`config.mk`:
```
export PLATFORM = sky130hd
export DESIGN_NAME = terminal_line_editor_core
export DESIGN_NICKNAME = d
export VERILOG_FILES = /design/src/tle_pkg.sv /design/src/tle_mem.sv /design/src/terminal_line_editor_core.sv
export SDC_FILE = /design/constraint.sdc
export NUM_CORES = 1
export LEC_CHECK = 0
export BUFFER_PORTS_ARGS = -buffer_cell sky130_fd_sc_hd__buf_2
export CORE_ASPECT_RATIO = 0.7
export CORE_MARGIN = 1
export CORE_UTILIZATION = 30
export DETAILED_ROUTE_END_ITERATION = 8
export MAX_ROUTING_LAYER = met4
export PLACE_DENSITY = 0.44
export SYNTH_ARGS = -nofsm -noshare
export SYNTH_HDL_FRONTEND = slang
export SYNTH_SLANG_ARGS = --single-unit
```
`constraint.sdc`:
```
create_clock -name clk -period 13 [get_ports clk]
set_input_delay 0 -clock clk [delete_from_list [all_inputs] [get_ports clk]]
set_output_delay 0 -clock clk [all_outputs]
set_load 0.01 [all_outputs]
```
`src/tle_pkg.sv`:
```
// ----------------------------------------------------------------------------
// tle_pkg: shared constants for the terminal line editor
// Key codes, result kinds and field widths used by the core and its checker.
// ----------------------------------------------------------------------------
package tle_pkg;

  localparam int LEN_W  = 7;
  localparam int CHAR_W = 8;
  localparam int KIND_W = 2;

  typedef logic [CHAR_W-1:0] char_t;
  typedef logic [LEN_W-1:0]  len_t;
  typedef logic [KIND_W-1:0] kind_t;

  // Result kinds.
  localparam kind_t KIND_STATUS = 2'd0;
  localparam kind_t KIND_CHAR   = 2'd1;
  localparam kind_t KIND_CANCEL = 2'd2;
  localparam kind_t KIND_EMPTY  = 2'd3;

  // Control keys.
  localparam char_t KEY_NUL   = 8'd0;
  localparam char_t KEY_HOME  = 8'd1;
  localparam char_t KEY_CTLB  = 8'd2;
  localparam char_t KEY_CTLC  = 8'd3;
  localparam char_t KEY_DEL   = 8'd4;
  localparam char_t KEY_END   = 8'd5;
  localparam char_t KEY_RIGHT = 8'd6;
  localparam char_t KEY_BS    = 8'd8;
  localparam char_t KEY_LF    = 8'd10;
  localparam char_t KEY_KILL  = 8'd11;
  localparam char_t KEY_CR    = 8'd13;
  localparam char_t KEY_CTLO  = 8'd15;
  localparam char_t KEY_XPOSE = 8'd20;
  localparam char_t KEY_KHOME = 8'd21;
  localparam char_t KEY_WORD  = 8'd23;
  localparam char_t KEY_ESC   = 8'd27;
  localparam char_t KEY_RUB   = 8'd127;

  // Printable characters used by the escape decoder and word search.
  localparam char_t CH_SPACE = 8'h20;
  localparam char_t CH_O     = 8'h4F;
  localparam char_t CH_BRACK = 8'h5B;
  localparam char_t CH_TILDE = 8'h7E;
  localparam char_t CH_3     = 8'h33;
  localparam char_t CH_H     = 8'h48;
  localparam char_t CH_F     = 8'h46;
  localparam char_t CH_C     = 8'h43;
  localparam char_t CH_D     = 8'h44;
  localparam char_t CH_0     = 8'h30;
  localparam char_t CH_9     = 8'h39;

endpackage

```
`src/tle_mem.sv`:
```
// ----------------------------------------------------------------------------
// tle_mem: line store
// One write port and one read port with registered read data.
// ----------------------------------------------------------------------------
module tle_mem #(
  parameter int DEPTH = 64,
  parameter int AW    = 6
) (
  input  logic                  clk,
  input  logic                  we,
  input  logic [AW-1:0]         waddr,
  input  tle_pkg::char_t        wdata,
  input  logic [AW-1:0]         raddr,
  output tle_pkg::char_t        rdata
);
  import tle_pkg::*;

  char_t mem [DEPTH];

  // Synchronous write and read.
  always_ff @(posedge clk) begin
    if (we) begin
      mem[waddr] <= wdata;
    end
    rdata <= mem[raddr];
  end

endmodule

```
`src/terminal_line_editor_core.sv`:
```
// ----------------------------------------------------------------------------
// terminal_line_editor_core: emacs-style line editor
// Takes key bytes, edits a line held in a single-port-write memory.
// ----------------------------------------------------------------------------
// A key that only moves the cursor or is ignored goes straight to its status
// request. Inserts and deletes walk the line store one entry a cycle, and
// delete-previous-word first scans back, reading and checking one character
// at a time. Enter reads each character of the line from the store before
// its request. The line store has no reset and needs no clearing pass. A new
// key is taken only when the previous one is fully worked off; the output
// register lets it arrive while the last result still waits.
module terminal_line_editor_core #(
  parameter int MAX_LEN = 64
) (
  input  logic            clk,
  input  logic            rst,
  input  logic            in_valid,
  output logic            in_stall,
  input  tle_pkg::char_t  key,
  output logic            out_valid,
  input  logic            out_stall,
  output tle_pkg::kind_t  kind,
  output tle_pkg::char_t  text_char,
  output tle_pkg::len_t   cursor,
  output tle_pkg::len_t   line_length,
  output logic            full_res,
  output logic            last
);
  import tle_pkg::*;

  localparam int AW = $clog2(MAX_LEN);
  localparam len_t LMAX = LEN_W'(MAX_LEN);

  localparam logic [3:0] S_IDLE = 4'd0;
  localparam logic [3:0] S_DOWN = 4'd1;
  localparam logic [3:0] S_UP   = 4'd2;
  localparam logic [3:0] S_INS  = 4'd3;
  localparam logic [3:0] S_T0   = 4'd4;
  localparam logic [3:0] S_T1   = 4'd5;
  localparam logic [3:0] S_T2   = 4'd6;
  localparam logic [3:0] S_T3   = 4'd7;
  localparam logic [3:0] S_WREQ = 4'd8;
  localparam logic [3:0] S_WCHK = 4'd9;
  localparam logic [3:0] S_EREQ = 4'd10;
  localparam logic [3:0] S_EDAT = 4'd11;
  localparam logic [3:0] S_RESP = 4'd12;

  // Escape sequence phases.
  localparam logic [1:0] ESC_IDLE   = 2'd0;
  localparam logic [1:0] ESC_FIRST  = 2'd1;
  localparam logic [1:0] ESC_SECOND = 2'd2;
  localparam logic [1:0] ESC_DIGIT  = 2'd3;

  // Control state.
  logic [3:0] state, state_next;
  len_t       cur, cur_next, len, len_next;
  logic [1:0] ph, ph_next;
  logic       pv, pv_next;
  logic       ovalid, ovalid_next;

  // Working registers.
  char_t          held, held_next, kreg, kreg_next, ta, ta_next;
  kind_t          kind_r, kind_r_next;
  logic           full_r, full_r_next, wph, wph_next;
  len_t           src, src_next, gap, gap_next, dcur, dcur_next, cnt, cnt_next;
  len_t           tp, tp_next, wp, wp_next, ei, ei_next, en, en_next;
  logic [AW-1:0]  pdst, pdst_next;

  // Output payload.
  kind_t okind, okind_next;
  char_t ochar, ochar_next;
  len_t  ocur, ocur_next, olen, olen_next;
  logic  ofull, ofull_next, olast, olast_next;

  // Memory port.
  logic          we;
  logic [AW-1:0] waddr, raddr;
  char_t         wdata, rdata;
  len_t          tmp;
  logic          accept, slot_free;

  tle_mem #(.DEPTH(MAX_LEN), .AW(AW)) u_mem (
    .clk   (clk),
    .we    (we),
    .waddr (waddr),
    .wdata (wdata),
    .raddr (raddr),
    .rdata (rdata)
  );

  assign in_stall  = (state != S_IDLE);
  assign accept    = in_valid && !in_stall;
  assign slot_free = !ovalid || !out_stall;

  // Next-state and datapath control.
  always_comb begin
    state_next  = state;
    cur_next    = cur;
    len_next    = len;
    ph_next     = ph;
    pv_next     = pv;
    held_next   = held;
    kreg_next   = kreg;
    ta_next     = ta;
    kind_r_next = kind_r;
    full_r_next = full_r;
    wph_next    = wph;
    src_next    = src;
    gap_next    = gap;
    dcur_next   = dcur;
    cnt_next    = cnt;
    tp_next     = tp;
    wp_next     = wp;
    ei_next     = ei;
    en_next     = en;
    pdst_next   = pdst;
    ovalid_next = ovalid && out_stall;
    okind_next  = okind;
    ochar_next  = ochar;
    ocur_next   = ocur;
    olen_next   = olen;
    ofull_next  = ofull;
    olast_next  = olast;
    we          = 1'b0;
    waddr       = '0;
    wdata       = rdata;
    raddr       = '0;
    tmp         = '0;

    case (state)
      S_IDLE: begin
        if (accept) begin
          kreg_next   = key;
          kind_r_next = KIND_STATUS;
          full_r_next = 1'b0;
          state_next  = S_RESP;
          if (key == KEY_NUL || (ph == ESC_IDLE && key == KEY_CTLC)) begin
            // Cancel the line.
            cur_next    = '0;
            len_next    = '0;
            ph_next     = ESC_IDLE;
            held_next   = '0;
            kind_r_next = KIND_CANCEL;
          end else if (ph == ESC_FIRST) begin
            held_next = key;
            ph_next   = ESC_SECOND;
          end else if (ph == ESC_SECOND) begin
            // Second byte after ESC.
            ph_next = ESC_IDLE;
            if (held == CH_O) begin
              if (key == CH_H) cur_next = '0;
              else if (key == CH_F) cur_next = len;
            end else if (held == CH_BRACK) begin
              if (key >= CH_0 && key <= CH_9) begin
                held_next = key;
                ph_next   = ESC_DIGIT;
              end else if (key == CH_C) begin
                if (cur < len) cur_next = cur + 1'b1;
              end else if (key == CH_D) begin
                if (cur != '0) cur_next = cur - 1'b1;
              end else if (key == CH_H) begin
                cur_next = '0;
              end else if (key == CH_F) begin
                cur_next = len;
              end
            end
          end else if (ph == ESC_DIGIT) begin
            // Final byte of ESC [ digit.
            ph_next = ESC_IDLE;
            if (key == CH_TILDE && held == CH_3 && cur < len) begin
              src_next   = cur + 1'b1;
              gap_next   = 7'd1;
              dcur_next  = cur;
              pv_next    = 1'b0;
              state_next = S_DOWN;
            end
          end else begin
            case (key)
              KEY_HOME:  cur_next = '0;
              KEY_CTLB:  if (cur != '0) cur_next = cur - 1'b1;
              KEY_END:   cur_next = len;
              KEY_RIGHT: if (cur < len) cur_next = cur + 1'b1;
              KEY_DEL: begin
                if (cur < len) begin
                  src_next   = cur + 1'b1;
                  gap_next   = 7'd1;
                  dcur_next  = cur;
                  pv_next    = 1'b0;
                  state_next = S_DOWN;
                end
              end
              KEY_BS, KEY_RUB: begin
                if (cur != '0) begin
                  src_next   = cur;
                  gap_next   = 7'd1;
                  dcur_next  = cur - 1'b1;
                  pv_next    = 1'b0;
                  state_next = S_DOWN;
                end
              end
              KEY_KILL: if (cur < len) len_next = cur;
              KEY_LF, KEY_CR, KEY_CTLO: begin
                // Finish: clear the editor, then stream the line out.
                en_next   = len;
                ei_next   = '0;
                cur_next  = '0;
                len_next  = '0;
                held_next = '0;
                if (len == '0) begin
                  kind_r_next = KIND_EMPTY;
                end else begin
                  state_next = S_EREQ;
                end
              end
              KEY_XPOSE: begin
                tmp = (cur != '0 && cur == len) ? cur - 1'b1 : cur;
                if (tmp != '0 && tmp < len) begin
                  tp_next    = tmp;
                  state_next = S_T0;
                end
              end
              KEY_KHOME: begin
                if (cur != '0) begin
                  src_next   = cur;
                  gap_next   = cur;
                  dcur_next  = '0;
                  pv_next    = 1'b0;
                  state_next = S_DOWN;
                end
              end
              KEY_WORD: begin
                wp_next    = cur;
                wph_next   = 1'b0;
                state_next = S_WREQ;
              end
              KEY_ESC: ph_next = ESC_FIRST;
              default: begin
                if (key >= CH_SPACE) begin
                  if (len >= LMAX) begin
                    full_r_next = 1'b1;
                  end else begin
                    cnt_next   = len - cur;
                    src_next   = len - 1'b1;
                    pv_next    = 1'b0;
                    state_next = S_UP;
                  end
                end
              end
            endcase
          end
        end
      end

      // Shift the tail down by gap entries, one entry a cycle.
      S_DOWN: begin
        we    = pv;
        waddr = pdst;
        raddr = src[AW-1:0];
        if (src < len) begin
          tmp       = src - gap;
          pdst_next = tmp[AW-1:0];
          pv_next   = 1'b1;
          src_next  = src + 1'b1;
        end else begin
          pv_next = 1'b0;
          if (!pv) begin
            len_next   = len - gap;
            cur_next   = dcur;
            state_next = S_RESP;
          end
        end
      end

      // Shift the tail up by one, starting from the end.
      S_UP: begin
        we    = pv;
        waddr = pdst;
        raddr = src[AW-1:0];
        if (cnt != '0) begin
          tmp       = src + 1'b1;
          pdst_next = tmp[AW-1:0];
          pv_next   = 1'b1;
          src_next  = src - 1'b1;
          cnt_next  = cnt - 1'b1;
        end else begin
          pv_next = 1'b0;
          if (!pv) state_next = S_INS;
        end
      end

      S_INS: begin
        we         = 1'b1;
        waddr      = cur[AW-1:0];
        wdata      = kreg;
        cur_next   = cur + 1'b1;
        len_next   = len + 1'b1;
        state_next = S_RESP;
      end

      // Transpose: read both characters, then write them swapped.
      S_T0: begin
        tmp        = tp - 1'b1;
        raddr      = tmp[AW-1:0];
        state_next = S_T1;
      end
      S_T1: begin
        ta_next    = rdata;
        raddr      = tp[AW-1:0];
        state_next = S_T2;
      end
      S_T2: begin
        tmp        = tp - 1'b1;
        we         = 1'b1;
        waddr      = tmp[AW-1:0];
        state_next = S_T3;
      end
      S_T3: begin
        we    = 1'b1;
        waddr = tp[AW-1:0];
        wdata = ta;
        if (cur < len) cur_next = cur + 1'b1;
        state_next = S_RESP;
      end

      // Word search: skip spaces, then the word, reading backward.
      S_WREQ: begin
        tmp   = wp - 1'b1;
        raddr = tmp[AW-1:0];
        if (wp == '0) begin
          src_next   = cur;
          gap_next   = cur - wp;
          dcur_next  = wp;
          pv_next    = 1'b0;
          state_next = S_DOWN;
        end else begin
          state_next = S_WCHK;
        end
      end
      S_WCHK: begin
        state_next = S_WREQ;
        if (rdata != CH_SPACE) begin
          wph_next = 1'b1;
          wp_next  = wp - 1'b1;
        end else if (!wph) begin
          wp_next = wp - 1'b1;
        end else begin
          src_next   = cur;
          gap_next   = cur - wp;
          dcur_next  = wp;
          pv_next    = 1'b0;
          state_next = S_DOWN;
        end
      end

      // Read the finished line out, one character per request.
      S_EREQ: begin
        raddr      = ei[AW-1:0];
        state_next = S_EDAT;
      end
      S_EDAT: begin
        raddr = ei[AW-1:0];
        if (slot_free) begin
          ovalid_next = 1'b1;
          okind_next  = KIND_CHAR;
          ochar_next  = rdata;
          ocur_next   = '0;
          olen_next   = '0;
          ofull_next  = 1'b0;
          tmp         = ei + 1'b1;
          olast_next  = (tmp == en);
          ei_next     = tmp;
          state_next  = (tmp == en) ? S_IDLE : S_EREQ;
        end
      end

      // Single status request for the key.
      S_RESP: begin
        if (slot_free) begin
          ovalid_next = 1'b1;
          okind_next  = kind_r;
          ochar_next  = '0;
          ocur_next   = cur;
          olen_next   = len;
          ofull_next  = full_r;
          olast_next  = 1'b1;
          state_next  = S_IDLE;
        end
      end

      default: state_next = S_IDLE;
    endcase
  end

  // Control registers.
  always_ff @(posedge clk) begin
    if (rst) begin
      state  <= S_IDLE;
      cur    <= '0;
      len    <= '0;
      ph     <= ESC_IDLE;
      held   <= '0;
      pv     <= 1'b0;
      ovalid <= 1'b0;
    end else begin
      state  <= state_next;
      cur    <= cur_next;
      len    <= len_next;
      ph     <= ph_next;
      held   <= held_next;
      pv     <= pv_next;
      ovalid <= ovalid_next;
    end
  end

  // Working and payload registers.
  always_ff @(posedge clk) begin
    kreg   <= kreg_next;
    ta     <= ta_next;
    kind_r <= kind_r_next;
    full_r <= full_r_next;
    wph    <= wph_next;
    src    <= src_next;
    gap    <= gap_next;
    dcur   <= dcur_next;
    cnt    <= cnt_next;
    tp     <= tp_next;
    wp     <= wp_next;
    ei     <= ei_next;
    en     <= en_next;
    pdst   <= pdst_next;
    okind  <= okind_next;
    ochar  <= ochar_next;
    ocur   <= ocur_next;
    olen   <= olen_next;
    ofull  <= ofull_next;
    olast  <= olast_next;
  end

  assign out_valid   = ovalid;
  assign kind        = okind;
  assign text_char   = ochar;
  assign cursor      = ocur;
  assign line_length = olen;
  assign full_res    = ofull;
  assign last        = olast;

endmodule

```
After elaboration in Yosys (flattened, before gate mapping)
Memory sizes are Yosys's and may differ from the RTL's. A register that Yosys moved wholly into a read port is not among the register bits.
Cells that the tools add are included.
Cells by class
  magnitude comparators: 7
  add/sub/neg operators: 14
  reductions and logical operators: 64
  multiplexer cells: 198
  equality and inequality tests: 87
  bitwise logic cells: 6
Operators by type and width (count)
  two-way mux 7 bit: 89
  case mux 7 bit (3 select lines): 6
  two-way mux 4 bit: 21
  case mux 7 bit (2 select lines): 6
  two-way mux 8 bit: 10
  equality test 8 x 7 -> 1 bit, second input constant: 8
  case mux 7 bit (4 select lines): 2
  case mux 4 bit (12 select lines): 1
  inequality test 2 bit, second input constant: 22
  equality test 8 x 4 -> 1 bit, second input constant: 5
  inequality test 4 bit, second input constant: 9
  case mux 7 bit (5 select lines): 1
  subtractor 7 x 1 -> 7 bit, second input constant: 5
  equality test 8 x 5 -> 1 bit, second input constant: 4
  case mux 8 bit (2 select lines): 2
  AND reduction 8 bit: 4
  two-way mux 1 bit: 31
  two-way mux 2 bit: 15
  case mux 6 bit (5 select lines): 1
  adder 7 x 1 -> 7 bit, second input constant: 4
  inequality test 5 bit, second input constant: 5
  equality test 8 x 3 -> 1 bit, second input constant: 3
  case mux 4 bit (6 select lines): 1
  case mux 6 bit (4 select lines): 1
  other kinds (57): 120
Storage, ports and cells
  bits in writable memories: 512
  bits in registers: 137
  input bits: 12
  output and inout port bits: 28
  memories kept: 1
Memory list
  u_mem.mem: depth 64, width 8, rd ports 1, clocked after memory_dff 1, wr ports 1, line tle_mem.sv:18  | char_t mem [DEPTH];

Logic depth before layout (Yosys ltp)
Gate-level depths: netlist (run 1).
  word-level depth: 13
  depth in mapped cells: 15
  gate-level depth less buffers: 14

Cells and area by module
Synthesis (run 1) repeated with hierarchy kept, for this count alone.
Unflattened totals
  cell total of the unflattened synthesis: 2208
  area, all modules: 31116.1 sq um
By module, submodules not included
  tle_mem: instances 1, cells an instance 957, area an instance 20096.8 sq um, seq. area each 15534.9 sq um
  terminal_line_editor_core: instances 1, cells an instance 1251, area an instance 11019.3 sq um, seq. area each 3813.7 sq um

Worst setup path before layout (run 1)
Ideal clock, no wire load.
  kind: reg-to-reg
  from: register state[2]
  to: memory u_mem.mem[0][0] (netlist name) (data pin)
  setup time: 0.702 ns
  data required time: 12.298 ns
  setup slack: 7.876 ns
  stages on the path, launching flop included: 8
  clock period less this slack: 5.124 ns
  arrival: 4.422 ns
  path through: dfxtp_1 buf_4 clkbuf_1 clkbuf_1 clkbuf_1 buf_1 mux2i_1 o21ai_0
Between the ends
  longest elaborated chain between the ends: 2
Ends and longest elaborated chain
  start, declared: line terminal_line_editor_core.sv:55  | logic [3:0] state, state_next;
  start signal, assigned: line terminal_line_editor_core.sv:405  | state <= state_next;
  equality test 4 x 3 -> 1 bit / equality test 4 x 2 -> 1 bit (equally long branches): line terminal_line_editor_core.sv:130  | case (state)
  case mux 8 bit (2 select lines) (*): line terminal_line_editor_core.sv:130
  net u_mem.wdata[0]: line tle_mem.sv:12  | input tle_pkg::char_t wdata,
  end, declared: line tle_mem.sv:18
The timed path passes the listed nets; every way through them passes the cells marked *.

Worst setup path in the final report (run 1)
  from: register state[2]
  to: register u_mem.rdata[2], read port of u_mem.mem
Between the ends
  longest elaborated chain between the ends: 3
Ends and longest elaborated chain
  equality test 4 bit, or another cell as far along: line terminal_line_editor_core.sv:130
  OR reduction 2 bit (no line)
  case mux 6 bit (5 select lines) (*): line terminal_line_editor_core.sv:130
  end, declared: line tle_mem.sv:14  | output tle_pkg::char_t rdata
Every way passes the cells marked *; elsewhere a longest branch is shown, timed or not.
A chain may end at the register's enable or synchronous reset.

==> results of run 1 <==
==> Yosys cell counts (all sizes together) (21+ instances only) <==
master,n,share of area (%)
nor2b,21,0.41
mux2i,248,7.8
dfxtp,38,2.4
a211oi,44,1.0
a31oi,38,0.74
xor2,27,0.76
clkbuf,82,0.97
o21ai,94,1.5
edfxtp,619,58
buf,67,1.5
nand3,52,0.87
nand2,216,2.5
mux2,32,1.1
inv,58,0.68
a21oi,113,1.8
a22oi,28,0.70
nor3,59,0.92
nor2,193,2.3
and3,31,0.61
xnor2,46,1.3
ha,55,2.2
and2,27,0.53
==> report_power, final <==
group / switching, W / internal [W]
sequential: 0.000166 / 0.00280
combinational: 0.00303 / 0.00146
clock: 0.000881 / 0.00129
==> worst min-delay path, stage by stage <==
cell and delay [ns]:
buf_2 0.17, nand2_1 0.24, a21oi_1 0.12
==> logic make-up after synthesis <==
kind of cell | Yosys count | synth area share [%]
AO/OA/AOI/OAI | 507 | 10.9
XOR/XNOR | 76 | 2.24
adder cells (fa/ha/maj) | 59 | 2.41
buffers and inverters | 209 | 3.22
flip-flops | 657 | 60.6
multiplexers | 290 | 9.61
AND/OR/NAND/NOR | 723 | 11.0
==> worst min path at each step <==
stage               from               endpoint  slack [ns]  cells past startpoint
2_1_floorplan     key[0]      kreg[0]$_DFFE_PP_         0.1                      0
3_3_place_gp      key[7]      kreg[7]$_DFFE_PP_        0.39                      1
3_5_place_dp   out_stall  state[2]$_SDFFE_PP0P_        0.38                      3
4_1_cts         in_valid          wph$_DFFE_PP_       0.004                      3
5_1_grt         in_valid          wph$_DFFE_PP_        0.06                      3
6_report        in_valid          wph$_DFFE_PP_        0.06                      3
==> layout make-up <==
| type | instances | area, um^2 |
|---|---|---|
| clock inverters | 34 | 505 |
| clock buffers | 95 | 1940 |
| multi-input cells | 1655 | 11700 |
| repair buffers | 99 | 671 |
| inverters | 60 | 225 |
| fillers | 10233 | 68600 |
| diodes | 3 | 7.51 |
| well taps | 1414 | 1770 |
| flip-flops and latches | 657 | 19300 |
==> timing repair <==
| item | in CTS | in global routing |
|---|---|---|
| hold buffers | 10 | 0 |
| endpoints found under the setup margin | 0 | 0 |
| hold endpoints to repair | 44 | 0 |
==> sequential cells by signal (all words and copies together) (netlist names), 4 cells and up <==
register,flops
cnt,7
cur,7
cursor,7
dcur,7
ei,7
en,7
gap,7
held,8
kreg,8
len,7
line_length,7
pdst,6
src,7
state,4
ta,8
text_char,8
tp,6
u_mem.mem,512
u_mem.rdata,8
wp,7
==> layer usage <==
metal / vias to the layer above / routed length (um) / GRT usage (%)
met1: 11275 / 55000 / 31.9
met3: 146 / 9090 / 4.82
met2: 813 / 41400 / 25.8
li1: 9699 / - / -
met4: 0 / 1890 / 4.30
met5: - / 0 / -
==> per-stage QoR <==
stage / hold WS, ns / area, um^2 / total power, W / std cells
final: 0.0608 / 36200 / 0.00963 / 4017
after detailed placement: 0.380 / 33600 / 0.00744 / 3875
after CTS: 0.00400 / 36200 / 0.00963 / 4014
after floorplan: 0.0989 / 31900 / 0.00590 / 2521
after global placement: 0.386 / 33600 / 0.00743 / 3875
after global routing: 0.0648 / 36200 / 0.0100 / 4014
==> impl_metrics.tcl, run 1 <==
set metrics [dict create \
    outcome "complete, no violations" \
    via_per_inst 5.46 \
    yosysUniqueCellTypes 105 \
    drc 0 \
    final_common_cell "edfxtp_1" \
    initial_core_util_pct 30.5 \
    fp.dieH_um 275 \
    fmax_mhz 192 \
    final_util_pct 34.5 \
    num-nets-final 2615 \
    async_flop_share_pct 0 \
    required_ns 13.49 \
    port_buffers 39 \
    std_cell_rows 99 \
    crit_slowest_cell "buf_4" \
    yosysSeqAreaShare_pct 60.6 \
    synth-seq-cells 657 \
    numCtsBuffers 71 \
    fin_skew_ns 0.0290 \
    reg2regPathDepth 10 \
    areaGrowthSynthToFinish_pct 13.3 \
    rsz0062_at_grt "false" \
    die_area_mm2 0.108 \
    crit_fanout 72 \
    post_cts_buffers 0 \
    grt_max_degree 73 \
    cts_resized 0 \
    layout_common_cells "619 x edfxtp_1, 248 x mux2i_1, 216 x nand2_1, 192 x nor2_1, 112 x a21oi_1" \
    power_density_mw_per_mm2 266 \
    grtUsageTotal_pct 20.4 \
    ir_drop_mv 0.178 \
    power_leakage_nw 12.2 \
    hold_violations 0 \
    cts_tree "built" \
    ant_nets 0 \
    fin_crit_sh_pct 40.0 \
    grt_pass1_wl_um 154000 \
    io_pins 40 \
    path_clk_slew_ns 0.06 \
    placeableCoreArea_mm2 0.105 \
    syn_inst 2521 \
    slew_viol_final 0 \
    crit_end "u_mem.rdata[2]$_DFF_P_" \
    r2r-end "u_mem.rdata[2]$_DFF_P_" \
    cts.sinks 657 \
    synth_area_mm2 0.0319 \
    setup_viol 0 \
    worstPathArrival_ns 5.69 \
    drt_iter0_markers 2380 \
    h-tree-depth 3 \
    min_path_type "in2reg" \
    fin_setup_tns_ns 0 \
    syn_area_per_cell_um2 12.7 \
    dpl.hpwl_um 73200 \
    clk_path_buf_depth 3 \
    max-cap-violations 0 \
    worstMarginPinSlew_ns 1.38 \
    rrSetupSlack_ns 7.80 \
    clk_latency_ns 0.66 \
    dp_slack_ns 7.86 \
    max_stage_delay_ns 0.90 \
    rr_startpoint "state[2]$_SDFFE_PP0P_" \
    wire_per_inst_um 26.7 \
    path_delay_family "compound AO/OA/AOI/OAI gates" \
    routabilityCongestion 0.948 \
    first_pass_iters 6 \
    cp_num_buf_inv 2 \
    syn-num-nets 2592 \
    synth-edff-count 619 \
    cp-startpoint "state[2]$_SDFFE_PP0P_" \
    worst_slack_ns 7.80 \
    num_vias 21933 \
    ys.flop_type "edfxtp_1" \
    crit_cells 10 \
    path_cells "buf_4 -> nor3b_1 -> o21ai_1 -> and3_4 -> buf_4 -> mux4_2 -> nand3_1 -> o21ai_0 -> a211oi_1 -> a2111oi_2" \
    endpoint_kind "flop" \
    crit_path_frequent_cell "buf_4" \
    drive_above_1_share_pct 11.5 \
    min_period_ns 5.20 \
    chipWidth_um 392 \
    grt_pass1_vias 20838 \
    antenna_found_initial 5 \
    root_buffer "clkbuf_16" \
    yosysWarningCount 0 \
    start_kind "flop" \
    critPathKind "reg2reg" \
    drt_wl_total_um 107000 \
    overflow 0 \
    max_slew_margin_pct 6.74 \
]
Power figures use the tool's default switching activity.
==> inputs of run 2 (changes only) <==
--- a/config.mk
+++ b/config.mk
@@ -5,6 +5,7 @@
 export SDC_FILE = /design/constraint.sdc
 export NUM_CORES = 1
 export LEC_CHECK = 0
+export ABC_AREA = 1
 export BUFFER_PORTS_ARGS = -buffer_cell sky130_fd_sc_hd__buf_2
 export CORE_ASPECT_RATIO = 0.7
 export CORE_MARGIN = 1
==> constraint.sdc (replaced) <==
create_clock -name clk -period 4.9 [get_ports clk]
set_input_delay 0 -clock clk [delete_from_list [all_inputs] [get_ports clk]]
set_output_delay 0 -clock clk [all_outputs]
set_load 0.01 [all_outputs]
==> run 2 against run 1 <==
Combinational power up 120%. Fmax up 30%. Via count up 7.7%. Setup slack worse by 6.9 ns. Die area down 1.5%. Final area down 0.46%. Utilization up 0.44 points. Sequential power rose to 2.6 times the previous value. Clock skew about the same. Critical endpoint is now tp[5]$_DFFE_PP_. Routed wire length up 0.41%.
==> impl_metrics.tcl, run 2 <==
set metrics [dict create \
    cts_tree "built" \
    overflow 0 \
    num-nets-final 3162 \
    rrSetupSlack_ns 0.90 \
    start_kind "flop" \
    final_util_pct 35.0 \
    worstPathArrival_ns 4.36 \
    critPathKind "reg2reg" \
    power_leakage_nw 12.9 \
    num_vias 23614 \
    fin_skew_ns 0.0289 \
    crit_fanout 8 \
    yosysWarningCount 0 \
    chipWidth_um 389 \
    holdPathStages 2 \
    max-cap-violations 0 \
    initial_core_util_pct 30.5 \
    fin_setup_tns_ns 0 \
    synth.largest_area_cell "edfxtp_1" \
    syn_inst 3029 \
    ys_top_cells_by_area "edfxtp_1 59%, nand3_1 5.0%, nand2_1 4.9%" \
    setup_viol 0 \
    ir_drop_mv 0.634 \
    fmax_mhz 250 \
    largest_register "u_mem.mem" \
    drive_above_1_share_pct 10.7 \
    drt_iter0_markers 2510 \
    fin_crit_sh_pct 81.7 \
    path_clk_slew_ns 0.06 \
    largest_reg_flops 512 \
    routabilityCongestion 0.951 \
    holdWs_ns 0.183 \
    reg2regPathDepth 16 \
    nFillCells 10292 \
    areaGrowthSynthToFinish_pct 14.5 \
    async_flop_share_pct 0 \
    min_period_ns 4.00 \
    endpoint_kind "flop" \
    final_common_cell "edfxtp_1" \
    yosysUniqueCellTypes 51 \
    antenna_found_initial 3 \
    hold_end "kreg[7]$_DFFE_PP_" \
    wire_per_inst_um 23.9 \
    dpl.hpwl_um 72600 \
    drc 0 \
    hold_violations 0 \
    clk_path_buf_depth 3 \
    required_ns 5.26 \
    synth-edff-count 619 \
    r2r-end "tp[5]$_DFFE_PP_" \
    synth-seq-cells 657 \
    synth_area_mm2 0.0315 \
    cts.sinks 657 \
    max_slew_margin_pct 31.7 \
    grt_max_degree 175 \
    multi_input_area_mm2 0.0106 \
    ys.flop_type "edfxtp_1" \
    rsz0062_at_grt "false" \
    worstMarginPinSlew_ns 1.02 \
    layout_common_cells "619 x edfxtp_1, 412 x nand2_1, 397 x nor2_1, 312 x nand3_1, 226 x inv_1" \
    regArea_mm2 0.0193 \
    clk_latency_ns 0.65 \
    drt_wl_total_um 108000 \
    root_buffer "clkbuf_16" \
    rr_startpoint "len[0]$_SDFFE_PP0P_" \
    via_per_inst 5.24 \
    first_pass_iters 5 \
    h-tree-depth 3 \
    yosysSeqAreaShare_pct 61.5 \
    syn-num-nets 3100 \
    min_from "key[7]" \
    port_buffers 39 \
    outcome "complete, no violations" \
    grt_pass1_vias 22773 \
    std_cell_rows 98 \
    ant_nets 0 \
    die_area_mm2 0.106 \
    placeableCoreArea_mm2 0.103 \
    grtUsageTotal_pct 20.7 \
    cts_resized 0 \
    slew_viol_final 0 \
    synthTopCellsByCount "619 x edfxtp_1, 412 x nand2_1, 398 x nor2_1, 313 x nand3_1, 226 x inv_1" \
    io_pins 40 \
    grt_pass1_wl_um 156000 \
    min_path_type "in2reg" \
    fp.dieH_um 273 \
    yosysTopAreaCellShare_pct 59.1 \
    syn_area_per_cell_um2 10.4 \
    yosysMostFrequentCell "edfxtp_1" \
    numCtsBuffers 74 \
    power_density_mw_per_mm2 647 \
]
[run 2: cell count changes in the layout (fill, tap and decap cells not counted), moves of 31 or more]
cell	delta
nor2_1	+205
nand2_1	+196
mux2i_1	-247
inv_1	+168
a211oi_1	-35
or2_1	+71
mux2_2	-32
o211ai_1	+199
xnor2_1	-35
nand3_1	+263
or2_2	+54
o21ai_0	+56
a31oi_1	-31
[run 2: worst max-delay path: stages, from the launching register on]
cell and delay, ns:
dfxtp_1 0.68, inv_1 0.40, ha_1 0.46, nand3_1 0.12
inv_1 0.07, nand2_1 0.08, nor2_1 0.35, nand2_1 0.10
nand2_1 0.10, inv_1 0.06, ha_1 0.28, a21oi_1 0.17
nor2_1 0.07, a211oi_1 0.18, nand3_1 0.15, nor4_1 0.21
buf_4 0.22
[run 2: metrics by stage]
stage / cell area [um^2] / worst slack, ns / total power, W / instances
2_1_floorplan: 31500 / 1.17 / 0.0138 / 3029
4_1_cts: 36000 / 0.983 / 0.0234 / 4500
3_3_place_gp: 33500 / 0.966 / 0.0177 / 4354
5_1_grt: 36000 / 0.650 / 0.0246 / 4500
6_report: 36000 / 0.896 / 0.0233 / 4503
3_5_place_dp: 33500 / 1.02 / 0.0176 / 4354
[run 2: how the worst max path moves through the flow]
| stage | depth (start not counted) | slack, ns | start | end |
|---|---|---|---|---|
| 2_1_floorplan | 16 | 1.17 | cur[1]$_SDFFE_PP0P_ | tp[0]$_DFFE_PP_ |
| 3_3_place_gp | 16 | 0.97 | len[0]$_SDFFE_PP0P_ | tp[0]$_DFFE_PP_ |
| 3_5_place_dp | 16 | 1.02 | len[0]$_SDFFE_PP0P_ | tp[0]$_DFFE_PP_ |
| 4_1_cts | 16 | 0.98 | len[0]$_SDFFE_PP0P_ | tp[5]$_DFFE_PP_ |
| 5_1_grt | 16 | 0.65 | cur[6]$_SDFFE_PP0P_ | tp[5]$_DFFE_PP_ |
| 6_report | 16 | 0.90 | len[0]$_SDFFE_PP0P_ | tp[5]$_DFFE_PP_ |
[run 2: power breakdown]
group          total (W)  switching, W  internal, W
combinational    0.00991       0.00717      0.00275
sequential       0.00773      0.000357      0.00737
clock            0.00568       0.00238      0.00330
total             0.0233       0.00990       0.0134
[run 2: layout make-up]
| class | instances | share of cell area [%] |
|---|---|---|
| flip-flops and latches | 657 | 53.7 |
| clock buffers | 94 | 5.61 |
| well taps | 1350 | 4.69 |
| diodes | 3 | 0.0208 |
| inverters | 247 | 2.59 |
| clock inverters | 41 | 1.17 |
| multi-input cells | 1982 | 29.4 |
| repair buffers | 129 | 2.77 |
[run 2: cell families after synthesis]
family / count (synthesis) / synth area share, %
buffers and inverters: 390 / 4.98
muxes: 1 / 0.0318
AOI/OAI and AO/OA: 530 / 10.6
xor gates and xnor gates: 48 / 1.34
DFF: 657 / 61.5
and+or+nand+nor: 1344 / 19.1
adders and majority gates: 59 / 2.44
[run 2: layer usage]
layer	vias to the layer above	global-route usage, %	wire (um)
met5	-	-	0
met4	0	5.02	2220
met3	151	6.82	10400
met2	874	26.8	42300
met1	11724	30.2	53000
li1	10865	-	-
[run 2: repair_timing]
action / in CTS / in global routing
setup buffers: 0 / 0
hold endpoints to repair: 31 / 0
hold buffers: 11 / 0
==> inputs of run 3 (changes only) <==
==> constraint.sdc (replaced) <==
create_clock -name clk -period 3.9 [get_ports clk]
set_input_delay 0 -clock clk [delete_from_list [all_inputs] [get_ports clk]]
set_output_delay 0 -clock clk [all_outputs]
set_load 0.01 [all_outputs]
==> run 3 against run 2 <==
First-iteration DRC count is 12% higher. Clock power is 22% higher. Fmax is 11% higher. Routed wire length hardly changed. Sequential share of layout area is 0.37 points lower. Global-route usage is 0.082 points higher. Largest cell class unchanged.
==> impl_metrics.tcl, run 3 (same netlist as run 2, synthesis figures left out) <==
set metrics [dict create \
    clk_latency_ns 0.66 \
    hold_violations 0 \
    dpl.hpwl_um 73600 \
    clkPwrFrac_pct 23.7 \
    m1WireLength_um 53600 \
    rsz0062_at_grt "false" \
    h-tree-depth 3 \
    p_int_w 0.0169 \
    fin_setup_tns_ns 0 \
    port_buffers 39 \
    power_density_mw_per_mm2 807 \
    grt_max_degree 168 \
    comb_power_share_pct 43.1 \
    dp_slack_ns 0.376 \
    via_per_inst 5.27 \
    max_stage_delay_ns 0.66 \
    crit_fanout 13 \
    fin_crit_sh_pct 92.1 \
    drt_wl_total_um 108000 \
    slew_viol_final 0 \
    cts_tree "built" \
    met2_length_um 42500 \
    wire_per_inst_um 23.8 \
    grtUsageTotal_pct 20.7 \
    overflow 0 \
    layout_common_cells "619 x edfxtp_1, 412 x nand2_1, 396 x nor2_1, 312 x nand3_1, 226 x inv_1" \
    required_ns 4.44 \
    chipWidth_um 389 \
    max_slew_margin_pct 29.3 \
    pwr-share-seq_pct 33.2 \
    min_period_ns 3.59 \
    worstMarginPinSlew_ns 1.06 \
    grt_pass1_wl_um 157000 \
    worstPathArrival_ns 4.13 \
    routabilityCongestion 0.965 \
    min_path_type "in2reg" \
    drc 0 \
    top_layer_used "met4" \
    fin_skew_ns 0.0241 \
    io_pins 40 \
    ir_drop_mv 0.583 \
    drt_iter0_markers 2819 \
    std_cell_rows 98 \
    final_common_cell "edfxtp_1" \
    areaGrowthSynthToFinish_pct 15.3 \
    crit_slowest_cell "dfxtp_1" \
    setup_viol 0 \
    start_kind "flop" \
    die_area_mm2 0.106 \
    endpoint_kind "flop" \
    met3WireLength_um 9940 \
    path_clk_slew_ns 0.06 \
    drive_above_1_share_pct 11.4 \
    num-nets-final 3190 \
    worst_slack_ns 0.307 \
    cts.sinks 657 \
    grt_pass1_vias 22913 \
    cp_num_buf_inv 1 \
    fmax_mhz 278 \
    power_leakage_nw 13.0 \
    crit_path_frequent_cell "nand2_1" \
    multi_input_area_mm2 0.0106 \
    nFillCells 10295 \
    largest_register "u_mem.mem" \
    n_antenna_cell 0 \
    num_vias 23855 \
    outcome "complete, no violations" \
    clk_path_buf_depth 3 \
    numCtsBuffers 73 \
    total_power_w 0.0293 \
    regArea_mm2 0.0193 \
    critPathKind "reg2reg" \
    placeableCoreArea_mm2 0.103 \
    p_sw_share_pct 42.4 \
    first_pass_iters 6 \
    ant_nets 0 \
    root_buffer "clkbuf_16" \
    antenna_found_initial 3 \
    fp.dieH_um 273 \
    largest_reg_flops 512 \
    path_delay_family "simple AND/OR/NAND/NOR gates" \
    p_switching_w 0.0124 \
    initial_core_util_pct 30.5 \
    max-cap-violations 0 \
    path_cells "ha_1 -> a21oi_1 -> nand2_1 -> nand2_1 -> o211ai_1 -> nand2_1 -> inv_1 -> nand2_1 -> and2_1 -> nand2_1 -> nand2_1 -> nand2_1 -> nand3_1 -> nand3_1 -> a21oi_1" \
]
[run 3: cell types whose count changed in the layout (fill, tap and decap cells not counted), sizes merged]
cell / delta
buf: +29
bufinv: -2
clkbuf: +2
clkinv: +2
clkinvlp: -1
diode: -3
inv: -2
[run 3: final timing paths]
check | startpoint | end | slack (ns) | cells past startpoint
hold / removal | key[1] | kreg[1]$_DFFE_PP_ | 0.19 | 2
hold reg to reg | held[1]$_SDFFE_PP0P_ | held[1]$_SDFFE_PP0P_ | 0.47 | 2
setup / recovery | len[2]$_SDFFE_PP0P_ | cur[6]$_SDFFE_PP0P_ | 0.31 | 15
setup reg to reg | len[2]$_SDFFE_PP0P_ | cur[6]$_SDFFE_PP0P_ | 0.31 | 15
[run 3: layer usage]
| metal | vias to the layer above | global-route usage, % |
|---|---|---|
| met5 | - | - |
| met4 | 0 | 3.96 |
| met3 | 119 | 5.12 |
| met2 | 975 | 27.1 |
| met1 | 11836 | 31.8 |
| li1 | 10925 | - |
[run 3: cell type report]
type,count,share of cell area [%]
Multi-Input combinational cell,1982,29.2
Clock buffer,96,5.42
Clock inverter,38,1.15
Tap cell,1350,4.66
Inverter,247,2.57
Timing Repair Buffer,158,3.63
Sequential cell,657,53.3
[run 3: power by group through the flow]
stage / Clock [W] / Combinational [W] / Sequential [W]
final: 0.00693 / 0.0126 / 0.00971
after detailed placement: 0 / 0.0125 / 0.00984
after floorplan: 0 / 0.00764 / 0.00968
after CTS: 0.00709 / 0.0126 / 0.00970
after global placement: 0 / 0.0126 / 0.00984
after global routing: 0.00733 / 0.0138 / 0.00975
[run 3: timing repair]
item,in CTS,in global routing
resized for setup,0,1
endpoints found under the hold margin,36,0
endpoints found under the setup margin,0,6
hold buffers,11,0
buffers inserted,0,0
[run 3: metrics by stage]
step	util, %	cells	hold WS (ns)	area (um^2)
5_1_grt	35.2	4528	0.168	36300
2_1_floorplan	-	3029	0.0989	31500
3_5_place_dp	32.8	4383	0.298	33800
4_1_cts	35.2	4528	0.162	36300
6_report	35.2	4528	0.191	36300
3_3_place_gp	32.8	4383	0.318	33800
